## config.mk

```make
export PLATFORM = sky130hd
export DESIGN_NAME = homopolymer_run_filter_unit_flat
export DESIGN_NICKNAME = d
export VERILOG_FILES = /design/src/hw/rtl/hrf_pkg.sv /design/src/hw/rtl/hrf_if.sv /design/src/hw/rtl/homopolymer_run_filter_unit.sv /design/src/flat_wrapper.sv
export VERILOG_INCLUDE_DIRS = /design/src /design/src/hw/rtl
export SDC_FILE = /design/constraint.sdc
export NUM_CORES = 1
export LEC_CHECK = 0
export BUFFER_PORTS_ARGS = -buffer_cell sky130_fd_sc_hd__buf_2
export CAP_MARGIN = 20
export CORE_ASPECT_RATIO = 2
export CORE_MARGIN = 2
export CORE_UTILIZATION = 44
export CTS_BUF_LIST = sky130_fd_sc_hd__clkbuf_8 sky130_fd_sc_hd__clkbuf_16
export DETAILED_ROUTE_END_ITERATION = 10
export PLACE_DENSITY = 0.72
export SLEW_MARGIN = 20
export SYNTH_ARGS = -nofsm -noshare
export SYNTH_HDL_FRONTEND = slang
export SYNTH_SLANG_ARGS = --single-unit
```

## constraint.sdc

```tcl
create_clock -name clk -period 9.9 [get_ports clk]
set_input_delay 0 -clock clk [delete_from_list [all_inputs] [get_ports clk]]
set_output_delay 0 -clock clk [all_outputs]
set_load 0.02 [all_outputs]
```

## src/hw/rtl/homopolymer_run_filter_unit_assert.svh

```systemverilog
// Assertion macros for the homopolymer run filter.
// Included by the top level, which carries concurrent checks; no other dependencies.
`ifndef HOMOPOLYMER_RUN_FILTER_UNIT_ASSERT_SVH
`define HOMOPOLYMER_RUN_FILTER_UNIT_ASSERT_SVH

// Same-cycle implication, disabled while in reset.
`define HRF_ASSERT_NOW(label, clk, rst_n, ante, cons) \
    label: assert property (@(posedge clk) disable iff (!rst_n) (ante) |-> (cons)) \
        else $error("hrf assertion failed");

// Next-cycle implication, disabled while in reset.
`define HRF_ASSERT_NEXT(label, clk, rst_n, ante, cons) \
    label: assert property (@(posedge clk) disable iff (!rst_n) (ante) |=> (cons)) \
        else $error("hrf assertion failed");

`endif

```

## src/hw/rtl/hrf_pkg.sv

```systemverilog
// Shared constants for the homopolymer run filter.
// No dependencies; used by the channel interfaces and the top level.
`default_nettype none

package hrf_pkg;

    localparam int unsigned BASE_W    = 8;
    localparam int unsigned MAX_RUN_W = 16;

    localparam logic [BASE_W-1:0]    UNCALLED_BASE = 8'd78;   // 'N'
    localparam logic [MAX_RUN_W-1:0] MAX_RUN_RESET = 16'd65534;

endpackage

`default_nettype wire

```

## src/hw/rtl/hrf_if.sv

```systemverilog
// Valid/ready channel interfaces of the homopolymer run filter:
// base stream, result stream and max_run write channel. Depends on hrf_pkg.
`default_nettype none

interface hrf_base_if
    import hrf_pkg::*;
();
    logic              valid;
    logic              ready;
    logic [BASE_W-1:0] base;
    logic              last_base;

    modport source (output valid, output base, output last_base, input ready);
    modport sink   (input valid, input base, input last_base, output ready);
endinterface

interface hrf_result_if;
    logic valid;
    logic ready;
    logic read_ok;

    modport source (output valid, output read_ok, input ready);
    modport sink   (input valid, input read_ok, output ready);
endinterface

interface hrf_cfg_if
    import hrf_pkg::*;
();
    logic                 valid;
    logic                 ready;
    logic [MAX_RUN_W-1:0] max_run;

    modport source (output valid, output max_run, input ready);
    modport sink   (input valid, input max_run, output ready);
endinterface

`default_nettype wire

```

## src/hw/rtl/homopolymer_run_filter_unit.sv

```systemverilog
// Homopolymer run filter top level: input stage, run counters, result register.
// Depends on hrf_pkg, the interfaces in hrf_if.sv and the assertion macro header.
`default_nettype none
`include "homopolymer_run_filter_unit_assert.svh"

// Takes one base per cycle and, on the beat flagged last_base, returns one
// read_ok beat: 1 when no homopolymer run in the read (an 'N' counted both as
// extension of the base before it and of the base after it) went above
// max_run. Bases are registered in the input stage on accept and processed
// from there; the result register is loaded when the last base leaves the input
// stage. The loop through the run counters sets the rate at one base per clock
// while no result is pending; only a result that is not taken stalls the base
// stream. Counters saturate at COUNT_BITS ones. max_run resets to 65534 and is
// written through cfg, which is always ready.
module homopolymer_run_filter_unit
    import hrf_pkg::*;
#(
    parameter int unsigned COUNT_BITS = 16
) (
    input  wire            clk,
    input  wire            rst_n,
    hrf_base_if.sink       bases,
    hrf_result_if.source   results,
    hrf_cfg_if.sink        cfg
);

    localparam int unsigned CMP_W = (COUNT_BITS > MAX_RUN_W) ? COUNT_BITS : MAX_RUN_W;
    localparam logic [COUNT_BITS-1:0] COUNT_MAX = {COUNT_BITS{1'b1}};
    localparam logic [COUNT_BITS-1:0] COUNT_ONE = {{(COUNT_BITS-1){1'b0}}, 1'b1};

    logic [MAX_RUN_W-1:0]  max_run_reg;

    logic                  s1_valid_reg;
    logic [BASE_W-1:0]     s1_base_reg;
    logic                  s1_last_reg;

    logic [COUNT_BITS-1:0] run_back_reg, run_back_next;
    logic [COUNT_BITS-1:0] run_fwd_reg, run_fwd_next;
    logic [COUNT_BITS-1:0] longest_reg, longest_next;
    logic [BASE_W-1:0]     prior_base_reg, prior_called_reg;
    logic                  failed_reg, failed_next;

    logic                  out_valid_reg;
    logic                  read_ok_reg;

    logic                  proc_fire;
    logic                  base_fire;
    logic                  extend;
    logic [COUNT_BITS-1:0] back_inc, fwd_inc, longest_tmp;

    // A last beat can only move into the result register when it is free or is being read in the same cycle.
    assign proc_fire = s1_valid_reg && (!s1_last_reg || !out_valid_reg || results.ready);
    assign bases.ready = !s1_valid_reg || proc_fire;
    assign base_fire = bases.valid && bases.ready;

    assign cfg.ready = 1'b1;
    assign results.valid = out_valid_reg;
    assign results.read_ok = read_ok_reg;

    always_comb
    begin
        back_inc = (run_back_reg == COUNT_MAX) ? run_back_reg : run_back_reg + COUNT_ONE;
        fwd_inc  = (run_fwd_reg == COUNT_MAX) ? run_fwd_reg : run_fwd_reg + COUNT_ONE;
        extend   = (s1_base_reg == UNCALLED_BASE) || (s1_base_reg == prior_called_reg);

        if (extend)
        begin
            run_back_next = back_inc;
            run_fwd_next  = fwd_inc;
        end
        else if (prior_base_reg == UNCALLED_BASE)
        begin
            // N run ahead of a new base: it still counts toward that base
            run_back_next = COUNT_ONE;
            run_fwd_next  = fwd_inc;
        end
        else
        begin
            run_back_next = COUNT_ONE;
            run_fwd_next  = '0;
        end

        longest_tmp  = (run_back_next > longest_reg) ? run_back_next : longest_reg;
        longest_next = (run_fwd_next > longest_tmp) ? run_fwd_next : longest_tmp;
        failed_next  = failed_reg ||
                       (CMP_W'(longest_next) > CMP_W'(max_run_reg));
    end

    always_ff @(posedge clk or negedge rst_n)
    begin
        if (!rst_n)
        begin
            max_run_reg <= MAX_RUN_RESET;
        end
        else if (cfg.valid && cfg.ready)
        begin
            max_run_reg <= cfg.max_run;
        end
    end

    always_ff @(posedge clk or negedge rst_n)
    begin
        if (!rst_n)
        begin
            s1_valid_reg <= 1'b0;
        end
        else if (base_fire)
        begin
            s1_valid_reg <= 1'b1;
        end
        else if (proc_fire)
        begin
            s1_valid_reg <= 1'b0;
        end
    end

    always_ff @(posedge clk)
    begin
        if (base_fire)
        begin
            s1_base_reg <= bases.base;
            s1_last_reg <= bases.last_base;
        end
    end

    always_ff @(posedge clk or negedge rst_n)
    begin
        if (!rst_n)
        begin
            run_back_reg     <= '0;
            run_fwd_reg      <= '0;
            longest_reg      <= '0;
            prior_base_reg   <= UNCALLED_BASE;
            prior_called_reg <= UNCALLED_BASE;
            failed_reg       <= 1'b0;
        end
        else if (proc_fire)
        begin
            if (s1_last_reg)
            begin
                run_back_reg     <= '0;
                run_fwd_reg      <= '0;
                longest_reg      <= '0;
                prior_base_reg   <= UNCALLED_BASE;
                prior_called_reg <= UNCALLED_BASE;
                failed_reg       <= 1'b0;
            end
            else
            begin
                run_back_reg   <= run_back_next;
                run_fwd_reg    <= run_fwd_next;
                longest_reg    <= longest_next;
                prior_base_reg <= s1_base_reg;
                if (s1_base_reg != UNCALLED_BASE)
                begin
                    prior_called_reg <= s1_base_reg;
                end
                failed_reg     <= failed_next;
            end
        end
    end

    always_ff @(posedge clk or negedge rst_n)
    begin
        if (!rst_n)
        begin
            out_valid_reg <= 1'b0;
        end
        else if (proc_fire && s1_last_reg)
        begin
            out_valid_reg <= 1'b1;
        end
        else if (results.ready)
        begin
            out_valid_reg <= 1'b0;
        end
    end

    always_ff @(posedge clk)
    begin
        if (proc_fire && s1_last_reg)
        begin
            read_ok_reg <= !failed_next;
        end
    end

    `HRF_ASSERT_NEXT(a_run_back_nonzero, clk, rst_n, proc_fire && !s1_last_reg,
        run_back_reg != '0)
    `HRF_ASSERT_NOW(a_longest_covers, clk, rst_n, 1'b1,
        (longest_reg >= run_back_reg) && (longest_reg >= run_fwd_reg))
    `HRF_ASSERT_NEXT(a_fail_sticky, clk, rst_n, failed_reg && !(proc_fire && s1_last_reg),
        failed_reg)
    `HRF_ASSERT_NOW(a_no_result_overrun, clk, rst_n,
        proc_fire && s1_last_reg && out_valid_reg, results.ready)

endmodule

`default_nettype wire
```

## src/flat_wrapper.sv

```systemverilog
// flat-port wrapper written by rule: the top's interface ports become plain ports
module homopolymer_run_filter_unit_flat import hrf_pkg::*;
#(
    parameter int unsigned COUNT_BITS = 16
)
  (clk, rst_n, bases_valid, bases_base, bases_last_base, bases_ready, results_valid, results_read_ok, results_ready, cfg_valid, cfg_max_run, cfg_ready);
  hrf_base_if bases_i ();
  hrf_result_if results_i ();
  hrf_cfg_if cfg_i ();
  input  wire clk;
  input  wire rst_n;
  input wire logic [$bits(bases_i.valid)-1:0] bases_valid;
  input wire logic [$bits(bases_i.base)-1:0] bases_base;
  input wire logic [$bits(bases_i.last_base)-1:0] bases_last_base;
  output wire logic [$bits(bases_i.ready)-1:0] bases_ready;
  output wire logic [$bits(results_i.valid)-1:0] results_valid;
  output wire logic [$bits(results_i.read_ok)-1:0] results_read_ok;
  input wire logic [$bits(results_i.ready)-1:0] results_ready;
  input wire logic [$bits(cfg_i.valid)-1:0] cfg_valid;
  input wire logic [$bits(cfg_i.max_run)-1:0] cfg_max_run;
  output wire logic [$bits(cfg_i.ready)-1:0] cfg_ready;
  assign bases_i.valid = bases_valid;
  assign bases_i.base = bases_base;
  assign bases_i.last_base = bases_last_base;
  assign bases_ready = bases_i.ready;
  assign results_valid = results_i.valid;
  assign results_read_ok = results_i.read_ok;
  assign results_i.ready = results_ready;
  assign cfg_i.valid = cfg_valid;
  assign cfg_i.max_run = cfg_max_run;
  assign cfg_ready = cfg_i.ready;
  homopolymer_run_filter_unit #(.COUNT_BITS(COUNT_BITS)) u_core (.clk(clk), .rst_n(rst_n), .bases(bases_i), .results(results_i), .cfg(cfg_i));
endmodule
```

Word level (Yosys, flattened, before mapping)
Index checks and enable logic that the tools add are counted.
Widths: inputs -> output; s select.
- flip-flop bits (word level): 93
- bits of input ports: 30
- output and inout port bits: 4
- logic and storage cells: 57
- add/sub/neg operators: 2
- order comparisons: 3
- equal/unequal tests: 6
- mux-type cells: 18
- reduce and logical (&&, ||, !) cells: 16
- operator list (kind ; count):
    $mux 16 ; 10
    $gt 16x16->1 ; 3
    $add 16x1->16 const B ; 2
    $eq 16x16->1 const B ; 2
    $mux 8 ; 3
    $eq 8x7->1 const B ; 2
    $eq 8x8->1 ; 1
    $ne 8x7->1 const B ; 1
    $reduce_bool 2->1 ; 3
    $logic_or 1x1->1 ; 5
    $mux 1 ; 5
    $logic_not 1->1 ; 4
    $logic_and 1x1->1 ; 3
    $reduce_and 2->1 ; 1

Depth between registers and ports, before layout
Gate-level depths: netlist of the first run.
- depth in word-level cells: 10
- depth in mapped cells: 33
- mapped depth without buffers: 29

Least setup slack after synthesis of the first run
No wires, ideal clock.
- path type: register -> register
- start point: reg u_core.run_back_reg[0]
- end point: reg u_core.failed_reg
- setup time: 0.121 ns
- arrival: 6.465 ns
- data required time: 9.779 ns
- path slack: 3.314 ns
- stages on the path, launching flop included: 33
- buffers on the path: 4
- clock period less this slack: 6.586 ns
- cells stage by stage: dfrtp_1 ha_1 nand4_1 or4_4 buf_6 nand3_1 xor2_1 nor2_1 ha_1 nand4_1 a2111oi_0 nor3_1 a21oi_4 buf_6 mux2i_1 ha_1 a21oi_1 o21ai_0 a221o_1 o41ai_1 and2_1 clkbuf_1 clkbuf_1 nor2_1 a21oi_1 ha_1 nor2b_1 o21a_1 o21ai_0 a21oi_1 o211ai_1 nand3_1 a22o_1
- word-level cells in the longest chain between the ends: 10
- elaborated cells on any way between the ends: 11
- those cells by class: add/sub: 1; order compare: 3; eq/ne: 1; mux: 5; reduce/logical: 1
- ends and longest elaborated chain (item ; line ; source):
    start, declared ; homopolymer_run_filter_unit.sv:37 ; logic [COUNT_BITS-1:0] run_back_reg, run_back_next;
    start signal, assigned ; homopolymer_run_filter_unit.sv:150 ; run_back_reg <= run_back_next;
    $add 16x1->16 / $eq 16x16->1 (equally long branches) ; homopolymer_run_filter_unit.sv:62 ; back_inc = (run_back_reg == COUNT_MAX) ? run_back_reg : run_back_reg + COUNT_ONE;
    $mux 16 (*) ; homopolymer_run_filter_unit.sv:62 ;
    $mux 16 (*) ; homopolymer_run_filter_unit.sv:66 ; if (extend)
    $gt 16x16->1 ; homopolymer_run_filter_unit.sv:83 ; longest_tmp = (run_back_next > longest_reg) ? run_back_next : longest_reg;
    $mux 16 (*) ; homopolymer_run_filter_unit.sv:83 ;
    $gt 16x16->1 ; homopolymer_run_filter_unit.sv:84 ; longest_next = (run_fwd_next > longest_tmp) ? run_fwd_next : longest_tmp;
    $mux 16 (*) ; homopolymer_run_filter_unit.sv:84 ;
    $gt 16x16->1 (*) ; homopolymer_run_filter_unit.sv:86 ; (CMP_W'(longest_next) > CMP_W'(max_run_reg));
    $logic_or 1x1->1 (*) ; homopolymer_run_filter_unit.sv:85 ; failed_next = failed_reg ||
    $mux 1 (*) ; homopolymer_run_filter_unit.sv:139 ; if (s1_last_reg)
    end signal, assigned ; homopolymer_run_filter_unit.sv:158 ; failed_reg <= failed_next;
    end, declared ; homopolymer_run_filter_unit.sv:41 ; logic failed_reg, failed_next;
Every way passes the cells marked *; elsewhere a longest branch is shown, timed or not.
A chain may end at the register's enable or synchronous reset.

Worst setup path in the final report of the first run
Ends and elaborated chain as after synthesis.

==> qor.yml, run 1 <==
status: "complete, no violations"
clock_latency_ns: 0.35
critical-path-max-stage-delay_ns: 0.79
place.port_buffers: 32
reg2reg_depth: 26
share_seq_of_total_power: 0.408
gr-usage-all-layers: 0.225
holdBufCountCts: 28
tightest_slew_ns: 1.04
core-area_um2: 13400
post_dp_cell_area_um2: 6260
post_cts.repair.setup_buffers: 0
period_minus_slack_ns: 7.76
drv_slew: 0
boundary_pins: 34
synth.distinct_cells: 72
placed_cells: 775
ys_seq_elements: 93
synthMostInstantiatedCell: "dfrtp_1"
powerDensity_nw_per_um2: 155
report.final.hold_viol_count: 0
synth.top_cell.area_share: 0.252
worst_setup_path_end_kind: "flip-flop"
grt_start_max_net_pins: 84
gp_congestion: 0.933
drt_first_pass_iters: 5
grt_overflow: 0
maxSlewHeadroom: 0.305
netSwitchingPower_uw: 355
rsz0062_at_grt: "no"
tritoncts.num_buffers: 9
antennaDiodeCount: 0
post-route-period-util: 0.784
floorplan.die.width_um: 86.3
timing.hold.worst_path_depth: 3
route.detailed.vias_per_inst: 6.13
drtAntennaViolNets: 0
synth_async_sr_flop_share: 0.892
cts-root-to-sink-buffers: 2
std_cell_rows: 60
ys_top_cells_by_area: "dfrtp_1, ha_1, dfstp_2"
whs_ns: 0.0783
critical_path.reg2reg.startpoint: "u_core.run_back_reg[0]$_DFFE_PN0P_"
critPathRequiredTime_ns: 10.14
start_util: 0.447
clock_power_share: 0.333
synth_top_flop_cell: "dfrtp_1"
layout-drive-gt1-share: 0.157
fillCellCount: 1199
min-delay-start: "cfg_valid"
min-delay-path-class: "in2reg"
floorplan.die.height_um: 169
synthDominantAreaCellType: "dfrtp_1"
total_number_of_nets_in_the_final_design: 739
setup_total_negative_slack_ns: 0
die_area_um2: 14600
number_of_flops_mapped_to_enable_cells_by_yosys: 10
worstPathArrival_ns: 8.00
fin_cells: 819
post_synth_instance_area_um2: 5970
setup.worst_path.class: "reg2reg"
post_synth_most_frequent_cells: "dfrtp_1, ha_1, nand2_1"
avgRoutedWirePerCell_um: 19.2
reg2reg_slack_ns: 2.14
final_ws_setup_ns: 2.14
maxClockFrequency_mhz: 129
place_ws_ns: 2.22
cts_sinks: 93
syn_area_per_cell_um2: 9.83
drt-total-wl_um: 15700
part_of_the_total_power_dissipated_in_combinational_logic: 0.260
internal_power_uw: 705
rr_endpoint: "u_core.failed_reg$_DFFE_PN0P_"
synth_warnings: 0
drt-initial-drc-count: 311
cp-start-kind: "flip-flop"
cell_count_after_synthesis: 607
finalSetupViolations: 0
global_route_wire_length_before_repair_um: 25700
sequential_cell_area_fraction_in_the_yosys_report: 0.403
utilization: 0.513
static-leakage-power_nw: 2.92
postCtsResizedCells: 0
cp_slowest_cell: "and2_1"
critical_path.max_fanout: 29
grt_antenna_before_repair: 0
signed_area_change_from_the_synthesized_netlist_to_the_final_layout_pct: 14.8
first_global_vias: 5104
h-tree-depth: 3
peakVddDrop_v: 0.000145
worst_setup_skew_after_layout_ns: 0.00965
ctsRootBufferMaster: "clkbuf_16"
detailroute.via_count: 5020
cts_tree: "yes"
remaining_drc_errors: 0
syn-num-nets: 687
whs_endpoint: "u_core.max_run_reg[5]$_DFFE_PN1P_"
clk_pin_slew_worst_paths_ns: 0.07
detailedPlacementHpwl_um: 11500
power.switching_fraction: 0.335
post-layout-total-power_mw: 1.06
maxCapViolations: 0
stdcell_area_um2: 6850
-- logic make-up after synthesis --
kind of cell	after synthesis	share of synthesized area
and+or+nand+nor	185	0.165
muxes	20	0.0440
AOI/OAI and AO/OA	170	0.203
DFF	93	0.403
other	1	0.000628
xor gates and xnor gates	24	0.0352
buffers and inverters	64	0.0438
adders and majority gates	50	0.105
-- layout make-up --
cell class,count,area (um^2),area share
well taps,155,194,0.0283
inverters,38,143,0.0208
flip-flops and latches,93,2410,0.351
clock inverters,7,78.8,0.0115
repair buffers,67,499,0.0729
multi-input cells,450,3310,0.483
clock buffers,9,225,0.0329
-- worst max-delay path by stage --
stage	from	to	depth (start not counted)
2_1_floorplan	u_core.run_back_reg[0]$_DFFE_PN0P_	u_core.failed_reg$_DFFE_PN0P_	32
4_1_cts	u_core.run_back_reg[0]$_DFFE_PN0P_	u_core.failed_reg$_DFFE_PN0P_	26
5_1_grt	u_core.run_back_reg[0]$_DFFE_PN0P_	u_core.failed_reg$_DFFE_PN0P_	26
3_3_place_gp	u_core.run_back_reg[0]$_DFFE_PN0P_	u_core.failed_reg$_DFFE_PN0P_	26
3_5_place_dp	u_core.run_back_reg[0]$_DFFE_PN0P_	u_core.failed_reg$_DFFE_PN0P_	26
6_report	u_core.run_back_reg[0]$_DFFE_PN0P_	u_core.failed_reg$_DFFE_PN0P_	26
-- layout by cell type, fill, tap and decap left out, types with 12 or more instances in the layout --
cell type      count
a22o_1            37
inv_1             38
nand2_1           50
nor2_1            43
dfrtp_1           60
xor2_1            14
dfstp_2           23
o21ai_1           13
nand3_1           15
nor3_1            12
a21oi_1           36
ha_1              50
o21ai_0           30
nand4_1           20
dlygate4sd3_1     28
a32oi_1           12
buf_2             31
mux2i_1           12
-- power by group through the flow --
stage          clock [mW]  combinational (mW)  sequential [mW]
6_report            0.353               0.275            0.432
5_1_grt             0.371               0.305            0.434
2_1_floorplan           0               0.202            0.436
4_1_cts             0.359               0.272            0.432
3_3_place_gp            0               0.254            0.438
3_5_place_dp            0               0.262            0.439
-- critical path, delay by kind of cell (launching register included) --
kind | cells | cell delay, ns
AND/OR/NAND/NOR | 12 | 3.16
adder cells (fa/ha/maj) | 4 | 1.30
multiplexers | 1 | 0.39
AO/OA/AOI/OAI | 8 | 2.21
XOR/XNOR | 1 | 0.18
flip-flops | 1 | 0.43
-- routing by layer --
| layer | part of all wire | up-vias | routed length, um | GRT usage |
|---|---|---|---|---|
| li1 | - | 2354 | - | - |
| met1 | 0.37 | 2483 | 5740 | 0.246 |
| met2 | 0.53 | 135 | 8400 | 0.398 |
| met3 | 0.030 | 48 | 479 | 0.0263 |
| met4 | 0.070 | 0 | 1100 | 0.148 |
| met5 | 0 | - | 0 | 0 |
Note: power is estimated with default switching activity, not from simulation.
==> inputs of run 2 (changes only) <==
--- a/config.mk
+++ b/config.mk
@@ -13,7 +13,7 @@
 export CORE_UTILIZATION = 44
 export CTS_BUF_LIST = sky130_fd_sc_hd__clkbuf_8 sky130_fd_sc_hd__clkbuf_16
 export DETAILED_ROUTE_END_ITERATION = 10
-export PLACE_DENSITY = 0.72
+export PLACE_DENSITY = 0.74
 export SLEW_MARGIN = 20
 export SYNTH_ARGS = -nofsm -noshare
 export SYNTH_HDL_FRONTEND = slang
==> constraint.sdc (replaced) <==
create_clock -name clk -period 6.4 [get_ports clk]
set_input_delay 0 -clock clk [delete_from_list [all_inputs] [get_ports clk]]
set_output_delay 0 -clock clk [all_outputs]
set_load 0.02 [all_outputs]
==> qor.yml, run 2 (same netlist as run 1, synthesis figures left out) <==
gr-usage-all-layers: 0.254
stdcell_area_um2: 8040
layout.cells.most_common: "buf_4"
grt_start_max_net_pins: 84
critical_path.max_fanout: 8
violated_checks: "negative setup slack"
layout-drive-gt1-share: 0.319
ctsRootBufferMaster: "clkbuf_16"
detailroute.via_count: 5430
post_dp_cell_area_um2: 6490
clock_latency_ns: 0.35
post-route-period-util: 1.03
critical-path-max-stage-delay_ns: 0.66
final_ws_setup_ns: -0.186
drt-initial-drc-count: 264
drv_slew: 0
critPathRequiredTime_ns: 6.63
remaining_drc_errors: 0
tightest_slew_ns: 0.936
utilization: 0.602
whs_ns: 0.0784
floorplan.die.height_um: 169
status: "finished with violations"
cp_slowest_cell: "or4_4"
rsz0062_at_grt: "yes"
setup.worst_path.class: "reg2reg"
core-area_um2: 13400
finalSetupViolations: 2
std_cell_rows: 60
cts_tree: "yes"
maxCapViolations: 0
layout.cells.most_common_list: "buf_4, dfrtp_1, nand2_1"
grt_overflow: 0
worstPathArrival_ns: 6.81
powerDensity_nw_per_um2: 240
gp_congestion: 0.985
min-delay-path-class: "in2reg"
antennaDiodeCount: 0
route.detailed.vias_per_inst: 6.11
boundary_pins: 34
min-delay-start: "cfg_valid"
period_minus_slack_ns: 6.59
drtAntennaViolNets: 0
critPathMostFrequentCell: "nand4_1"
drt-total-wl_um: 18200
clk_pin_slew_worst_paths_ns: 0.07
reg2reg_slack_ns: -0.19
global_route_wire_length_before_repair_um: 28300
worst_setup_path_end_kind: "flip-flop"
drt_first_pass_iters: 5
post-layout-total-power_mw: 1.93
total_number_of_nets_in_the_final_design: 809
cp-start-kind: "flip-flop"
setup_total_negative_slack_ns: -0.283
maxSlewHeadroom: 0.371
signed_area_change_from_the_synthesized_netlist_to_the_final_layout_pct: 34.7
place.port_buffers: 32
first_global_vias: 5548
rr_endpoint: "u_core.failed_reg$_DFFE_PN0P_"
cts_sinks: 93
avgRoutedWirePerCell_um: 20.5
fillCellCount: 1017
grt_antenna_before_repair: 0
h-tree-depth: 3
die_area_um2: 14600
maxClockFrequency_mhz: 152
peakVddDrop_v: 0.000250
tritoncts.num_buffers: 9
critical_path.reg2reg.startpoint: "u_core.run_back_reg[0]$_DFFE_PN0P_"
detailedPlacementHpwl_um: 12500
floorplan.die.width_um: 86.3
worst_setup_skew_after_layout_ns: 0.00777
reg2reg_depth: 30
start_util: 0.447
static-leakage-power_nw: 3.36
crit_end: "u_core.failed_reg$_DFFE_PN0P_"
report.final.hold_viol_count: 0
cts-root-to-sink-buffers: 2
crit_path_launch: "u_core.run_back_reg[0]$_DFFE_PN0P_"
run 2: cell types whose count changed in the layout (fill, tap and decap cells not counted), moves of 4 or more:
cell,delta
nand2_2,+4
mux2i_1,-9
nor2_2,+5
mux2i_4,+10
nand2_1,-4
a21oi_2,+5
nor2_1,-8
ha_4,+12
ha_1,-12
buf_12,+6
buf_4,+59
a21oi_1,-8
run 2: worst min-delay path by stage:
stage               slack (ns)  cells past startpoint                                 end
floorplan                -0.30                      0       u_core.failed_reg$_DFFE_PN0P_
detailed placement        0.18                      1     u_core.s1_base_reg[1]$_DFFE_PP_
CTS                       0.07                      3   u_core.max_run_reg[6]$_DFFE_PN1P_
global route              0.13                      3  u_core.max_run_reg[10]$_DFFE_PN1P_
finish                    0.08                      3  u_core.max_run_reg[13]$_DFFE_PN1P_
global placement          0.18                      1     u_core.s1_base_reg[2]$_DFFE_PP_
run 2: power by group:
part           leakage (nW)  internal [mW]  total [mW]  switching [mW]
clock network         0.141          0.274       0.524           0.250
registers              1.16          0.645       0.668          0.0231
logic                  2.06          0.372       0.736           0.364
total                  3.36           1.29        1.93           0.637
run 2: area by class of cell:
cell class,count,area (um^2),share of cell area
sequential,93,2410,0.299
tap,155,194,0.0241
inverter,38,143,0.0177
clock inverter,7,65.1,0.00809
multi-input combinational,450,3830,0.477
clock buffer,9,225,0.0280
timing repair buffer,137,1170,0.146
run 2: stage by stage:
stage / cells / setup WS [ns]
after floorplan: 607 / 0.0126
after global placement: 802 / -0.764
after detailed placement: 802 / -0.841
after CTS: 867 / -0.0612
after global routing: 889 / -0.509
final: 889 / -0.186
run 2: critical path, delay by kind of cell, from the launching register on:
kind,cells,cell delay (ns)
XOR/XNOR,1,0.24
buffers and inverters,4,0.58
flip-flops,1,0.40
AO/OA/AOI/OAI,8,1.73
multiplexers,1,0.31
AND/OR/NAND/NOR,12,2.34
adder cells (fa/ha/maj),4,0.83
run 2: repair_timing:
item	CTS	global route
buffers inserted	19	22
pin swaps	35	42
hold buffers	28	0
gates cloned	3	0
endpoints found under the hold margin	87	0
gates resized for setup	48	45
endpoints found under the setup margin	2	6
run 2: routing by layer:
metal | vias up | global-route usage | wire [um]
li1 | 2495 | - | -
met2 | 192 | 0.456 | 9870
met4 | 0 | 0.178 | 1570
met1 | 2674 | 0.268 | 6150
met5 | - | 0 | 0
met3 | 69 | 0.0258 | 632
